$ cat src/design/pwt_pkg.sv
// Shared codes and the result record for the protobuf wire tokenizer.
`timescale 1ns / 1ps

package pwt_pkg;

   // Result kinds
   localparam logic [2:0] KIND_VARINT  = 3'd0;
   localparam logic [2:0] KIND_FIX64   = 3'd1;
   localparam logic [2:0] KIND_LENHDR  = 3'd2;
   localparam logic [2:0] KIND_FIX32   = 3'd3;
   localparam logic [2:0] KIND_PAYLOAD = 3'd4;
   localparam logic [2:0] KIND_ERROR   = 3'd5;

   // Error codes
   localparam logic [2:0] ERR_NONE   = 3'd0;
   localparam logic [2:0] ERR_TAG    = 3'd1;
   localparam logic [2:0] ERR_VARINT = 3'd2;
   localparam logic [2:0] ERR_WIRE   = 3'd3;
   localparam logic [2:0] ERR_TRUNC  = 3'd4;

   // Supported wire types
   localparam logic [2:0] WIRE_VARINT = 3'd0;
   localparam logic [2:0] WIRE_FIX64  = 3'd1;
   localparam logic [2:0] WIRE_LEN    = 3'd2;
   localparam logic [2:0] WIRE_FIX32  = 3'd5;

   // Byte limits of tags and varints, and byte counts of fixed fields
   localparam logic [3:0] TAG_MAX_BYTES    = 4'd5;
   localparam logic [3:0] VARINT_MAX_BYTES = 4'd10;
   localparam logic [3:0] FIX64_BYTES      = 4'd8;
   localparam logic [3:0] FIX32_BYTES      = 4'd4;

   // One token as produced by the decoder for one request
   typedef struct packed {
      logic        emit;
      logic [2:0]  kind;
      logic [31:0] field_number;
      logic [2:0]  wire_kind;
      logic [63:0] field_value;
      logic [7:0]  payload_byte;
      logic [2:0]  error_code;
      logic        last;
   } token_type;

endpackage

$ cat src/design/protobuf_wire_tokenizer.sv
// Top level: request register, wire-format decoder and result register.
// A request is held in the request register, then passes through the decoder into the result register.
// Throughput: one request per cycle while results are taken; the decoder state updates in a single pass.
// A request in the input register moves on when the result register is free or drained.
// Reset (synchronous) empties both registers and returns the decoder to expecting a tag.
`timescale 1ns / 1ps

module protobuf_wire_tokenizer
   import pwt_pkg::*;
(
   input  logic        clock,
   input  logic        reset,
   input  logic        req_valid,
   output logic        req_ready,
   input  logic [7:0]  req_data_byte,
   input  logic        req_message_end,
   output logic        rsp_valid,
   input  logic        rsp_ready,
   output logic [2:0]  rsp_kind,
   output logic [31:0] rsp_field_number,
   output logic [2:0]  rsp_wire_kind,
   output logic [63:0] rsp_field_value,
   output logic [7:0]  rsp_payload_byte,
   output logic [2:0]  rsp_error_code,
   output logic        rsp_last_of_message
);

   logic       in_valid_ff;
   logic [7:0] byte_ff;
   logic       end_ff;
   logic       out_valid_ff;
   token_type  out_ff;
   token_type  token;
   logic       advance;

   // Move the held request through the decoder when the result slot frees up
   assign advance   = in_valid_ff && (!out_valid_ff || rsp_ready);
   assign req_ready = !in_valid_ff || advance;

   // Capture the request
   always_ff @(posedge clock) begin
      if (reset) begin
         in_valid_ff <= 1'b0;
      end else if (req_ready) begin
         in_valid_ff <= req_valid;
      end
   end

   always_ff @(posedge clock) begin
      if (req_valid && req_ready) begin
         byte_ff <= req_data_byte;
         end_ff  <= req_message_end;
      end
   end

   pwt_decode u_decode (
      .clock       (clock),
      .reset       (reset),
      .step_en     (advance),
      .data_byte   (byte_ff),
      .message_end (end_ff),
      .token       (token)
   );

   // Hold the result until taken; load a new one as it is produced
   always_ff @(posedge clock) begin
      if (reset) begin
         out_valid_ff <= 1'b0;
      end else if (advance && token.emit) begin
         out_valid_ff <= 1'b1;
      end else if (rsp_ready) begin
         out_valid_ff <= 1'b0;
      end
   end

   always_ff @(posedge clock) begin
      if (advance && token.emit) begin
         out_ff <= token;
      end
   end

   assign rsp_valid           = out_valid_ff;
   assign rsp_kind            = out_ff.kind;
   assign rsp_field_number    = out_ff.field_number;
   assign rsp_wire_kind       = out_ff.wire_kind;
   assign rsp_field_value     = out_ff.field_value;
   assign rsp_payload_byte    = out_ff.payload_byte;
   assign rsp_error_code      = out_ff.error_code;
   assign rsp_last_of_message = out_ff.last;

   // An error code comes only with an error token
   a_err_kind : assert property (@(posedge clock) disable iff (reset)
      rsp_valid |-> ((rsp_kind == KIND_ERROR) == (rsp_error_code != ERR_NONE)))
      else $error("error code and kind disagree");

   // Payload byte is zero outside payload tokens
   a_payload_zero : assert property (@(posedge clock) disable iff (reset)
      (rsp_valid && rsp_kind != KIND_PAYLOAD) |-> (rsp_payload_byte == 8'd0))
      else $error("payload byte set outside a payload token");

   // A request blocked in the input register stays put
   a_in_hold : assert property (@(posedge clock) disable iff (reset)
      (in_valid_ff && !advance) |=> (in_valid_ff && $stable(byte_ff) && $stable(end_ff)))
      else $error("blocked request lost or changed");

endmodule

$ cat src/design/pwt_decode.sv
// Wire-format decode state and the per-byte next-state and token logic.
`timescale 1ns / 1ps

module pwt_decode
   import pwt_pkg::*;
(
   input  logic       clock,
   input  logic       reset,
   input  logic       step_en,
   input  logic [7:0] data_byte,
   input  logic       message_end,
   output token_type  token
);

   typedef enum logic [2:0] {
      PH_TAG0,
      PH_TAGN,
      PH_VARINT,
      PH_FIX64,
      PH_LEN,
      PH_FIX32,
      PH_PAYLOAD
   } phase_type;

   phase_type   phase_ff, phase_in;
   logic [63:0] acc_ff, acc_in;
   logic [3:0]  count_ff, count_in;
   logic [31:0] field_ff, field_in;
   logic [2:0]  wire_ff, wire_in;
   logic [31:0] left_ff, left_in;
   logic        discard_ff, discard_in;

   logic        cont;
   logic [6:0]  low7;
   logic [3:0]  count_inc;
   logic [1:0]  tag_idx;
   logic [4:0]  tag_shift;
   logic [31:0] tag_part;
   logic [6:0]  var_shift;
   logic [63:0] var_part;
   logic [63:0] fix_part;
   logic [63:0] acc_sum;
   logic [31:0] left_dec;
   logic [3:0]  fix_need;
   logic        tag_done;
   logic [2:0]  err;

   assign cont      = data_byte[7];
   assign low7      = data_byte[6:0];
   assign count_inc = count_ff + 4'd1;

   // Place the next tag group: bit 4, 11, 18 or 25 of the field number
   assign tag_idx = 2'(count_ff - 4'd1);
   always_comb begin
      case (tag_idx)
         2'd0:    tag_shift = 5'd4;
         2'd1:    tag_shift = 5'd11;
         2'd2:    tag_shift = 5'd18;
         default: tag_shift = 5'd25;
      endcase
   end
   assign tag_part = 32'(low7) << tag_shift;

   // Varint groups land 7 bits apart; fixed bytes 8 bits apart
   assign var_shift = 7'(count_ff) * 7'd7;
   assign var_part  = 64'(low7) << var_shift;
   assign fix_part  = 64'(data_byte) << {count_ff[2:0], 3'b000};
   assign left_dec  = left_ff - 32'd1;

   // Next state and token for the byte at the decoder input
   always_comb begin
      phase_in   = phase_ff;
      acc_in     = acc_ff;
      count_in   = count_ff;
      field_in   = field_ff;
      wire_in    = wire_ff;
      left_in    = left_ff;
      discard_in = discard_ff;
      acc_sum    = acc_ff;
      fix_need   = FIX32_BYTES;
      tag_done   = 1'b0;
      err        = ERR_NONE;
      token      = '0;
      token.last = message_end;

      case (phase_ff)
         PH_TAG0: begin
            wire_in  = data_byte[2:0];
            field_in = 32'(data_byte[6:3]);
            if (cont) begin
               count_in = 4'd1;
               phase_in = PH_TAGN;
            end else begin
               tag_done = 1'b1;
            end
         end
         PH_TAGN: begin
            field_in = field_ff | tag_part;
            count_in = count_inc;
            if (!cont) begin
               tag_done = 1'b1;
            end else if (count_inc >= TAG_MAX_BYTES) begin
               err = ERR_TAG;
            end
         end
         PH_VARINT, PH_LEN: begin
            acc_sum  = acc_ff | var_part;
            acc_in   = acc_sum;
            count_in = count_inc;
            if (cont) begin
               if (count_inc >= VARINT_MAX_BYTES) err = ERR_VARINT;
            end else if (phase_ff == PH_VARINT) begin
               token.emit        = 1'b1;
               token.kind        = KIND_VARINT;
               token.field_value = acc_sum;
               phase_in          = PH_TAG0;
            end else if (acc_sum[31:0] != 32'd0 && message_end) begin
               err = ERR_TRUNC;
            end else begin
               token.emit        = 1'b1;
               token.kind        = KIND_LENHDR;
               token.field_value = 64'(acc_sum[31:0]);
               left_in           = acc_sum[31:0];
               phase_in          = (acc_sum[31:0] != 32'd0) ? PH_PAYLOAD : PH_TAG0;
            end
         end
         PH_FIX64, PH_FIX32: begin
            fix_need = (phase_ff == PH_FIX64) ? FIX64_BYTES : FIX32_BYTES;
            acc_sum  = acc_ff | fix_part;
            acc_in   = acc_sum;
            count_in = count_inc;
            if (count_inc >= fix_need) begin
               token.emit        = 1'b1;
               token.kind        = (phase_ff == PH_FIX64) ? KIND_FIX64 : KIND_FIX32;
               token.field_value = acc_sum;
               phase_in          = PH_TAG0;
            end
         end
         PH_PAYLOAD: begin
            left_in = left_dec;
            if (left_dec != 32'd0 && message_end) begin
               err = ERR_TRUNC;
            end else begin
               token.emit         = 1'b1;
               token.kind         = KIND_PAYLOAD;
               token.payload_byte = data_byte;
               if (left_dec == 32'd0) phase_in = PH_TAG0;
            end
         end
         default: begin
            phase_in = PH_TAG0;
         end
      endcase

      // Check the wire type of a finished tag and start its value
      if (tag_done && err == ERR_NONE) begin
         if (wire_in inside {WIRE_VARINT, WIRE_FIX64, WIRE_LEN, WIRE_FIX32}) begin
            acc_in   = '0;
            count_in = '0;
            case (wire_in)
               WIRE_VARINT: phase_in = PH_VARINT;
               WIRE_FIX64:  phase_in = PH_FIX64;
               WIRE_LEN:    phase_in = PH_LEN;
               default:     phase_in = PH_FIX32;
            endcase
         end else begin
            err = ERR_WIRE;
         end
      end

      // Message ended inside a field
      if (err == ERR_NONE && message_end && phase_in != PH_TAG0) err = ERR_TRUNC;

      if (err != ERR_NONE) begin
         token            = '0;
         token.emit       = 1'b1;
         token.kind       = KIND_ERROR;
         token.error_code = err;
         token.last       = message_end;
         discard_in       = 1'b1;
      end
      token.field_number = field_in;
      token.wire_kind    = wire_in;

      // Drop everything while discarding
      if (discard_ff) begin
         phase_in   = phase_ff;
         acc_in     = acc_ff;
         count_in   = count_ff;
         field_in   = field_ff;
         wire_in    = wire_ff;
         left_in    = left_ff;
         token.emit = 1'b0;
      end

      // End of message always returns to expecting a tag
      if (message_end) begin
         phase_in   = PH_TAG0;
         acc_in     = '0;
         count_in   = '0;
         field_in   = '0;
         wire_in    = '0;
         left_in    = '0;
         discard_in = 1'b0;
      end
   end

   // Hold decode state; advance once per request
   always_ff @(posedge clock) begin
      if (reset) begin
         phase_ff   <= PH_TAG0;
         acc_ff     <= '0;
         count_ff   <= '0;
         field_ff   <= '0;
         wire_ff    <= '0;
         left_ff    <= '0;
         discard_ff <= 1'b0;
      end else if (step_en) begin
         phase_ff   <= phase_in;
         acc_ff     <= acc_in;
         count_ff   <= count_in;
         field_ff   <= field_in;
         wire_ff    <= wire_in;
         left_ff    <= left_in;
         discard_ff <= discard_in;
      end
   end

endmodule
$ cat config.mk
export PLATFORM = sky130hd
export DESIGN_NAME = protobuf_wire_tokenizer
export DESIGN_NICKNAME = d
export VERILOG_FILES = /design/src/design/pwt_pkg.sv /design/src/design/protobuf_wire_tokenizer.sv /design/src/design/pwt_decode.sv
export SDC_FILE = /design/constraint.sdc
export NUM_CORES = 1
export LEC_CHECK = 0
export BUFFER_PORTS_ARGS = -buffer_cell sky130_fd_sc_hd__buf_4
export CAP_MARGIN = 15
export CELL_PAD_IN_SITES_DETAIL_PLACEMENT = 1
export CELL_PAD_IN_SITES_GLOBAL_PLACEMENT = 1
export CORE_UTILIZATION = 32
export DETAILED_ROUTE_END_ITERATION = 7
export GPL_TIMING_DRIVEN = 0
export PLACE_DENSITY_LB_ADDON = 0.1
export SYNTH_ARGS = -nofsm -noshare
export SYNTH_HDL_FRONTEND = slang
export SYNTH_SLANG_ARGS = --single-unit
$ cat constraint.sdc
create_clock -name clock -period 38.3 [get_ports clock]
set_input_delay 3.83 -clock clock [delete_from_list [all_inputs] [get_ports clock]]
set_output_delay 3.83 -clock clock [all_outputs]
set_load 0.01 [all_outputs]
=== After elaboration in Yosys (flattened, before gate mapping) ===
Cells that the tools add are included.

* Input port bits: 13
* Flip-flop bits (word level): 264
* Output and inout port bits: 116
* Logic and storage cells: 153

* Equality and inequality tests: 15
* $add $sub $neg: 3
* Bitwise operators: 4
* Multiplexer cells: 72
* Order comparisons: 3
* Shifts and indexed selects: 3
* Reductions and logical operators: 34
* Multiply operators: 1

{| class="wikitable"
|+ Operators by type and width
! kind !! number
|-
| $mux W64 || 7
|-
| $mux W32 || 8
|-
| $pmux W64 S2 || 2
|-
| $or A64 B64 Y64 || 2
|-
| $pmux W32 S2 || 2
|-
| $mux W115 || 1
|-
| $mux W3 || 23
|-
| $reduce_bool A32 Y1 || 2
|-
| $shl A7 B7 Y64 || 1
|-
| $shl A8 B6 Y64 || 1
|-
| $mux W4 || 11
|-
| $logic_not A32 Y1 || 1
|-
| $or A32 B32 Y32 || 1
|-
| $shl A7 B5 Y32 || 1
|-
| $sub A32 B1 Y32 const B || 1
|-
| $pmux W3 S3 || 2
|-
| $mux W8 || 2
|-
| $pmux W3 S5 || 1
|-
| $pmux W5 S3 || 1
|-
| $eq A3 B3 Y1 const B || 4
|-
| $logic_not A3 Y1 || 4
|-
| $pmux W4 S3 || 1
|-
| $eq A3 B2 Y1 const B || 3
|-
| $ne A3 B3 Y1 const B || 3
|-
| other kinds (26) || 50
|}

=== Logic depth before layout (Yosys ltp) ===
* Depth in word-level cells: 21
* Gate-level depth with buffers: 14
* Gate-level depth less buffers: 12

=== Hierarchy ===
A second synthesis with hierarchy kept.

* Cells, all modules: 1617
* Area total of the unflattened synthesis: 13823.3 µm²

{| class="wikitable"
|+ Modules (own cells, without submodules)
! module !! times used !! seq. area each (µm²) !! cells each !! area each (µm²)
|-
| pwt_decode || 1 || 2782.7 || 1483 || 10027.1
|-
| protobuf_wire_tokenizer || 1 || 3733.6 || 134 || 3796.1
|}

=== Least setup slack after synthesis ===
Ideal clock, no wire load.

* Path type: input -> register
* From: input rsp_ready
* To: register out_ff (netlist bit rsp_error_code[0]) (enable)
* Path buffers: 0
* Arrival time: 12407 ps
* Stages on the path: 3
* Library setup time: 756 ps
* Setup slack: 25137 ps
* Cells stage by stage: nand2b_1 nand2_1 a211oi_1

* Longest elaborated chain between the ends: 3

{| class="wikitable"
|+ RTL lines
! item !! line !! RTL
|-
| start, declared || protobuf_wire_tokenizer.sv:18 || <nowiki>input logic rsp_ready,</nowiki>
|-
| $logic_or A1 B1 Y1 || protobuf_wire_tokenizer.sv:37 || <nowiki>assign advance = in_valid_ff && (!out_valid_ff || rsp_ready);</nowiki>
|-
| $logic_and A1 B1 Y1 || protobuf_wire_tokenizer.sv:37 ||
|-
| $logic_and A1 B1 Y1 || protobuf_wire_tokenizer.sv:77 || <nowiki>if (advance && token.emit) begin</nowiki>
|-
| end signal, assigned || protobuf_wire_tokenizer.sv:78 || <nowiki>out_ff <= token;</nowiki>
|-
| end, declared || protobuf_wire_tokenizer.sv:32 || <nowiki>token_type out_ff;</nowiki>
|}

Every way passes these cells.
A chain may end at the register's enable or synchronous reset.

=== Worst setup path after layout ===
* From: input rsp_ready
* To: output req_ready

* Longest elaborated chain between the ends: 3

{| class="wikitable"
|+ RTL lines
! item !! line !! RTL
|-
| $logic_or A1 B1 Y1 || protobuf_wire_tokenizer.sv:37 ||
|-
| $logic_and A1 B1 Y1 || protobuf_wire_tokenizer.sv:37 ||
|-
| $logic_or A1 B1 Y1 || protobuf_wire_tokenizer.sv:38 || <nowiki>assign req_ready = !in_valid_ff || advance;</nowiki>
|-
| end, declared || protobuf_wire_tokenizer.sv:14 || <nowiki>output logic req_ready,</nowiki>
|}

Every way passes these cells.

==> flow_summary.yaml <==
yosys:
  syn_nets: 1572
  synth_cell_types: 77
  netlist_area_sq_mm: 0.0135
  yosys.area.top_type: "edfxtp_1"
  ys_seq_elements: 264
  async_flop_share_pct: 0
  ys_warn_count: 0
  ys.flop_type: "dfxtp_1"
  synth-edff-count: 123
  synth-seq-area-share_pct: 48.3
  synth_top_area_share_pct: 27.4
  synth.avg_cell_area_sq_um: 8.70
  synth_area_leaders: "edfxtp_1 (27%), dfxtp_1 (21%), a21oi_1 (7.1%)"
  syn_inst: 1550
sta:
  worst_slack_ns: 30.06
  min_period_over_period_pct: 21.5
  tns_ns: 0
  timing.fmax_ghz: 0.121
  period_needed_ns: 8.24
  worst_pin_slew_ns: 1.30
  setup_violations: 0
  slew_viol_final: 0
  holdWs_ns: 0.478
  rsz0062_at_grt: "no"
  fin_skew_ns: 0.0189
  hold_viol_final: 0
  slew_headroom_pct: 12.9
clocking:
  cts_made_buffers: 31
  cts_root_buf: "clkbuf_16"
  postCtsSetupBuffers: 0
  cts_hold_buffers: 0
  tritoncts: "yes"
  path_clk_slew_ns: 0.06
  cts.repair.resized: 0
  insertion_delay_ns: 0.59
  htreeDepth: 1
  cts.sinks: 264
  clock_path_buffers: 3
detailed_routing:
  routedWlPerCell_microns: 26.0
  wl_microns: 59000
  first_pass_iters: 5
  postRouteAntennaNets: 0
  drc: 0
  post_drt_via_cell_ratio: 5.93
  drtIter0Drc: 1005
  via_count: 13471
setup_path:
  endpoint_kind: "output port"
  rrSetupSlack_ns: 31.56
  cp-start-kind: "input pin"
  critPathMaxStageDelay_ns: 0.18
  cp_common_cell: "buf_4"
  worst-path-buf-inv: 2
  cpMaxStageDelayCell: "nor2b_1"
  cp.arrival_ns: 4.41
  crit_family: "simple AND/OR/NAND/NOR gates"
  path_cells: "buf_4 > nor2b_1 > nand2_1 > buf_4"
  worstSetupPathType: "in2out"
  worstPathMaxFanout: 3
  timing.critical_path.required_ns: 34.47
finish:
  post_route_cells_drive_above_1_share_pct: 13.0
  instances_no_fill: 2272
  areaGrowthSynthToFinish_pct: 20.8
  diodes: 0
  post-route-util_pct: 39.6
  nets: 1738
power_and_ir_drop:
  p_leak_nw: 5.54
  power_density_mw_per_mm2: 42.6
  peakVddDrop_mv: 0.0248
grt:
  grt_max_degree: 21
  antenna_found_initial: 0
  grt_pass1_wl_microns: 88500
  grt.total_usage_pct: 27.1
  grt-ovfl-total: 0
  grt_pass1_vias: 13424
floorplan:
  rows: 74
  die_h_microns: 207
  dieArea_sq_mm: 0.0430
  start_util_pct: 32.7
  core_sq_mm: 0.0412
  ioPinCount: 129
  fp.dieW_microns: 207
outcome:
  status: "finished, final reports clean"
place:
  place.gp.congestion: 0.925
  place_worst_setup_slack_ns: 30.06
  dp_hpwl_microns: 43300
  dp.cells: 2215
  numPortBuffers: 127
hold_path:
  hold_class: "reg2reg"
run:
  max-cap-violations: 0
[state kept, by name, indices dropped and copies added, names as in the netlist, 4 cells and up]
name,cells
rsp_field_value,64
u_decode.acc_ff,64
u_decode.left_ff,32
u_decode.field_ff,32
rsp_field_number,32
rsp_payload_byte,8
u_decode.count_ff,4
byte_ff,8
[logic make-up after synthesis]
group,Yosys count,share of synthesized area (%)
multiplexers,17,1.67
flip-flops,264,48.3
buffers and inverters,149,4.50
AND/OR/NAND/NOR,594,20.4
AO/OA/AOI/OAI,503,23.4
adder cells (fa/ha/maj),10,0.909
XOR/XNOR,13,0.844
[through the flow]
step	total power, W	instance area, sq um
floorplan	0.000350	13500
global placement	0.000384	15100
detailed placement	0.000383	15200
CTS	0.000701	16300
global route	0.000716	16300
finish	0.000695	16300
[report_power, final]
| part | internal (W) | total, W | switching [W] |
|---|---|---|---|
| logic | 0.0000213 | 0.0000719 | 0.0000506 |
| clock network | 0.000191 | 0.000317 | 0.000126 |
| registers | 0.000302 | 0.000306 | 0.00000347 |
| total | 0.000514 | 0.000695 | 0.000180 |
[worst paths after layout]
path	cells after the start	from	end
max	4	rsp_ready	req_ready
min	2	u_decode.left_ff[26]$_SDFFE_PP0P_	u_decode.left_ff[26]$_SDFFE_PP0P_
max reg2reg	18	u_decode.phase_ff[0]$_SDFFE_PP0P_	rsp_field_value[10]$_SDFFCE_PP0P_
min reg2reg	2	u_decode.left_ff[26]$_SDFFE_PP0P_	u_decode.left_ff[26]$_SDFFE_PP0P_
[placed cells by master, fill, tap and decap left out, types with 7 or more instances in the layout]
cell type	instances
a221o_1	13
nand4_1	17
dfxtp_1	141
ha_1	9
o211ai_1	13
nor4_1	23
inv_1	17
or3_1	10
nor3_1	40
a21oi_1	192
nand2_1	131
nor2b_1	19
nand2b_1	15
xnor2_1	7
a22oi_1	74
clkbuf_16	31
edfxtp_1	123
a221oi_1	20
clkbuf_1	120
buf_4	130
a32oi_1	7
mux2i_1	9
nor2_1	256
a211oi_1	8
o21ai_0	80
o22ai_1	25
a31oi_1	20
nand3_1	29
and2_1	16
[worst min-delay path: cells and delay by family (launching register included)]
| family | cells | cell delay [ns] |
|---|---|---|
| AOI/OAI and AO/OA | 2 | 0.12 |
| DFF | 1 | 0.31 |
[Yosys cell counts, types with 5 or more instances]
cell type and count:
a22oi_1 74, a221oi_1 20, nand2_1 131, clkbuf_1 114
dfxtp_1 141, or3_1 10, xnor2_1 7, nand2b_1 15
nor3_1 40, nor2b_1 19, a31oi_1 20, a32oi_1 7
xor2_1 6, nand4_1 17, o22ai_1 25, a21oi_1 192
ha_1 9, inv_1 17, o31ai_1 6, and2_1 16
o21ai_0 80, nand3_1 29, nor3b_1 5, nor4_1 23
o211ai_1 13, a221o_1 13, a211oi_1 9, mux2i_1 9
edfxtp_1 123, nor2_1 256, and3_1 6, buf_1 6
buf_2 5
[layer usage]
metal / global-route usage (%) / share of wire [%]
met5: 0 / 0
met4: 10.5 / 3.8
met3: 2.95 / 5.3
met2: 45.5 / 48
met1: 35.6 / 43
[final cells by class]
type | count | area [sq um]
multi-input combinational | 1137 | 6380
clock inverter | 19 | 263
tap | 532 | 666
inverter | 17 | 63.8
buffer | 132 | 543
sequential | 264 | 6520
fill | 4856 | 24900
clock buffer | 38 | 812
timing repair buffer | 133 | 1060
Note: power is estimated with default switching activity, not from simulation.
